File: src/urca_pkg.sv
// shared constants, codes and command/status types of the undo/redo checkpoint array
// no dependencies
`timescale 1ns / 1ps
`default_nettype none

package urca_pkg;

	localparam int ENTRIES   = 16;
	localparam int DEPTH     = 4;

	localparam int KIND_W    = 2;
	localparam int IDX_W     = 8;
	localparam int VAL_W     = 32;
	localparam int STS_W     = 2;
	localparam int DEP_W     = 3;

	localparam int RANGE_W   = IDX_W + 1;
	localparam int EA_W      = (ENTRIES > 1) ? $clog2(ENTRIES) : 1;
	localparam int SLOT_W    = (DEPTH > 1) ? $clog2(DEPTH) : 1;
	localparam int CNT_W     = $clog2(DEPTH + 1);
	localparam int MEM_DEPTH = DEPTH * ENTRIES;
	localparam int MEM_AW    = (MEM_DEPTH > 1) ? $clog2(MEM_DEPTH) : 1;

	localparam logic [KIND_W-1:0] KIND_ADD  = 2'd0;
	localparam logic [KIND_W-1:0] KIND_SUB  = 2'd1;
	localparam logic [KIND_W-1:0] KIND_UNDO = 2'd2;
	localparam logic [KIND_W-1:0] KIND_REDO = 2'd3;

	localparam logic [STS_W-1:0] STS_OK         = 2'd0;
	localparam logic [STS_W-1:0] STS_RANGE      = 2'd1;
	localparam logic [STS_W-1:0] STS_UNDO_EMPTY = 2'd2;
	localparam logic [STS_W-1:0] STS_REDO_EMPTY = 2'd3;

	typedef struct packed {
		logic load;
		logic cnt_clr;
		logic copy_rd;
		logic resp;
	} dp_cmd_t;

	typedef struct packed {
		logic proceed;
		logic last;
	} dp_stat_t;

endpackage

`default_nettype wire

File: src/urca_ctrl.sv
// sequencer for the undo/redo checkpoint array: item intake, array copy sweep, report
// depends on urca_pkg
`timescale 1ns / 1ps
`default_nettype none

module urca_ctrl import urca_pkg::*; (
	input  logic     clk,
	input  logic     arst_n,
	input  logic     start,
	input  dp_stat_t stat,
	output dp_cmd_t  cmd,
	output logic     busy
);

	localparam logic [2:0] S_IDLE  = 3'd0;
	localparam logic [2:0] S_CHECK = 3'd1;
	localparam logic [2:0] S_COPY  = 3'd2;
	localparam logic [2:0] S_DRAIN = 3'd3;
	localparam logic [2:0] S_READ  = 3'd4;
	localparam logic [2:0] S_RESP  = 3'd5;

	logic [2:0] state_q;
	logic [2:0] state_n;

	always_comb begin
		cmd     = '0;
		state_n = state_q;
		unique case (state_q)
			S_IDLE: begin
				if (start) begin
					cmd.load = 1'b1;
					state_n  = S_CHECK;
				end
			end
			S_CHECK: begin
				cmd.cnt_clr = 1'b1;
				state_n     = stat.proceed ? S_COPY : S_READ;
			end
			S_COPY: begin
				cmd.copy_rd = 1'b1;
				if (stat.last) begin
					state_n = S_DRAIN;
				end
			end
			S_DRAIN: begin
				state_n = S_READ;
			end
			S_READ: begin
				state_n = S_RESP;
			end
			S_RESP: begin
				cmd.resp = 1'b1;
				state_n  = S_IDLE;
			end
			default: begin
				state_n = S_IDLE;
			end
		endcase
	end

	always_ff @(posedge clk or negedge arst_n) begin
		if (!arst_n) begin
			state_q <= S_IDLE;
		end else begin
			state_q <= state_n;
		end
	end

	assign busy = (state_q != S_IDLE);

endmodule

`default_nettype wire

File: config.mk
export PLATFORM = sky130hd
export DESIGN_NAME = urca_ctrl
export DESIGN_NICKNAME = d
export VERILOG_FILES = /design/src/urca_pkg.sv /design/src/urca_ctrl.sv
export SDC_FILE = /design/constraint.sdc
export NUM_CORES = 1
export LEC_CHECK = 0
export CORE_AREA = 10 10 47 49
export DETAILED_ROUTE_END_ITERATION = 10
export DIE_AREA = 0 0 57 59
export DONT_BUFFER_PORTS = 1
export GPL_TIMING_DRIVEN = 0
export PLACE_DENSITY_LB_ADDON = 0.1
export SLEW_MARGIN = 20
export SYNTH_ARGS = -nofsm -noshare
export SYNTH_HDL_FRONTEND = slang
export SYNTH_SLANG_ARGS = --single-unit
File: constraint.sdc
create_clock -name clk -period 2.75 [get_ports clk]
set_clock_uncertainty 0.1 [all_clocks]
set_input_delay 0.275 -clock clk [delete_from_list [all_inputs] [get_ports clk]]
set_output_delay 0.275 -clock clk [all_outputs]
set_load 0.02 [all_outputs]
==> results.py <==
metrics = {
    "layout": {
        "largest_reg_flops": 3,
        "area_growth_pct": 29.0,
        "reg_top3": "state_q x3",
        "instances_no_fill": 41,
        "layout-drive-gt1-share": 0.320,
        "top_register": "state_q",
        "n_fill_cell": 172,
        "n_antenna_cell": 0,
        "nets": 31,
    },
    "clock_network": {
        "clk_pin_slew_ns": 0.04,
        "cts_buffer_depth": 2,
        "cts_buffers": 3,
        "clockRootBuffer": "clkbuf_4",
        "htreeDepth": 1,
        "cts_tree": "yes",
        "clkLatencyLatePin_ns": 0.23,
        "postCtsSetupBuffers": 0,
        "cts_num_sinks": 3,
    },
    "sta": {
        "drv_slew": 0,
        "relSlewSlack": 0.551,
        "max_freq_mhz": 566,
        "rsz0062_at_grt": "false",
        "setup_violations": 0,
        "tightest_slew_ns": 0.671,
        "period_minus_slack_ns": 1.77,
        "fin_setup_tns_ns": 0,
        "period_share": 0.642,
        "hold_viol": 0,
        "setup_ws_ns": 0.983,
    },
    "worst_setup_path": {
        "crit_fanout": 9,
        "cp.arrival_ns": 1.39,
        "crit_chain": "buf_6, or3_4, nor2_2",
        "cp_top_family": "simple AND/OR/NAND/NOR gates",
        "crit_buf_inv": 1,
        "start_kind": "flop",
        "critPathCaptureType": "output pin",
        "critPathSlowestCell": "or3_4",
        "slowest_delay_ns": 0.43,
        "crit_type": "flop to output pin",
        "required_ns": 2.38,
    },
    "floorplanning": {
        "die_w_microns": 57,
        "core-area_sq_um": 1400,
        "dieHeight_microns": 59,
        "dieArea_sq_um": 3360,
        "rows": 14,
        "initial_utilization": 0.138,
        "io_pins": 10,
    },
    "synthesis": {
        "async_flop_share": 1.00,
        "yosysMostFrequentCell": "dfrtp_1",
        "syn_nets": 25,
        "ys_types": 14,
        "yosys.area.top_type_share": 0.387,
        "synth_flop_cell": "dfrtp_1",
        "synth-seq-area-share": 0.387,
        "ys_ff_latch": 3,
        "syn_area_per_cell_sq_um": 9.70,
        "yosys-top-cells-area": "dfrtp_1 (39%), nand3b_1 (7.7%), nand2b_1 (6.5%)",
        "yosysTopAreaCell": "dfrtp_1",
        "yosys_warnings": 0,
        "netlist_instances": 20,
        "syn_area_sq_um": 194,
        "synth_edf_count": 0,
        "synthTopCellsByCount": "dfrtp_1 (3), a21oi_1 (2), nand2b_1 (2), nand3b_1 (2), nor2_1 (2)",
    },
    "grt": {
        "grt_use_total": 0.0402,
        "grt_max_degree": 10,
        "antenna_found_initial": 0,
        "top_usage_layer": "met4",
        "grt_pass1_vias": 196,
        "grt_use_met2": 0.0512,
        "grtUsageMet3": 0.0193,
        "overflow": 0,
        "grt_pass1_wl_microns": 972,
        "grtUsageMet1": 0.0391,
    },
    "route": {
        "dr.pass1.iters": 2,
        "vias": 163,
        "drc": 0,
        "wirelength_microns": 537,
        "postRouteAntennaNets": 0,
        "vias_per_cell": 3.98,
        "drt_iter0_markers": 3,
        "routedWlPerCell_microns": 13.1,
    },
    "placement": {
        "port_buffers": 0,
        "place_ws_ns": 1.22,
        "routabilityCongestion": 0.644,
        "dp.cells": 36,
        "hpwlAfterDp_microns": 404,
    },
    "power": {
        "powerDensity_nw_per_um2": 1260,
        "leakage_uw": 0.000106,
        "total_power_uw": 315,
        "peakVddDrop_v": 0.000395,
    },
    "hold_path": {
        "min_path_type": "primary input to flop",
    },
    "job": {
        "cap_violations": 0,
    },
    "outcome": {
        "outcome": "finished clean",
    },
}
layer usage:
layer	up-vias	wire [microns]
met1	75	237
met5	-	0
met3	2	44
met2	8	240
met4	0	14
li1	78	-
cell usage in the layout, fill, tap and decap left out, drive strengths merged:
cell type,instances
a21oi,2
nor2,3
a22o,1
and3b,1
or3,1
o21bai,1
dlygate4sd3,1
inv,1
clkbuf,4
buf,1
nor2b,1
nor3b,1
nand3b,2
dfrtp,3
nand2b,2
power by group:
part / internal [uW] / leakage [uW] / total [uW] / switching, uW
logic: 65.3 / 0.0000529 / 150 / 84.6
clock network: 54.4 / 0.0000150 / 77.1 / 22.8
registers: 62.3 / 0.0000384 / 88.3 / 25.9
logic make-up (layout without fill, tap and decap cells):
logic type	count (synthesis)	after routing	synth area share
AND/OR/NAND/NOR	11	11	0.394
flip-flops	3	3	0.387
AO/OA/AOI/OAI	4	4	0.142
buffers and inverters	2	7	0.0774
worst paths after layout:
check | to | cells after the start | from | slack [ns]
setup reg to reg | state_q[2] | 2 | state_q[1] | 1.66
hold / removal | state_q[0] | 2 | stat[0] | 0.11
hold reg to reg | state_q[1] | 2 | state_q[2] | 0.45
setup / recovery | cmd[3] | 3 | state_q[2] | 0.98
min in group asynchronous | state_q[2] | 1 | arst_n | 0.20
max in group asynchronous | state_q[1] | 1 | arst_n | 2.20
per-stage QoR:
step	cell area (sq um)	utilization	hold slack, ns
final	250	0.179	0.110
after global routing	250	0.179	0.0945
after CTS	250	0.179	0.102
after detailed placement	214	0.153	-0.120
after global placement	214	0.153	-0.120
after floorplan	194	-	-0.121
worst register-to-register path, stage by stage, from the launching register on:
cell      delay (ns)
dfrtp_1         0.45
nand2b_1        0.18
a22o_2          0.24
final cells by class:
type                       count  area [sq um]  share of cell area
tap                           16          20.0              0.0800
clock buffer                   4          26.3               0.105
sequential                     3          75.1               0.300
buffer                         1          11.3              0.0450
multi-input combinational     15           104               0.415
timing repair buffer           1          10.0              0.0400
inverter                       1          3.75              0.0150
what timing repair did:
| item | CTS | global route |
|---|---|---|
| hold buffers | 1 | 0 |
| resized for setup | 0 | 0 |
| endpoints found under the hold margin | 3 | 0 |
Power figures use the tool's default switching activity.
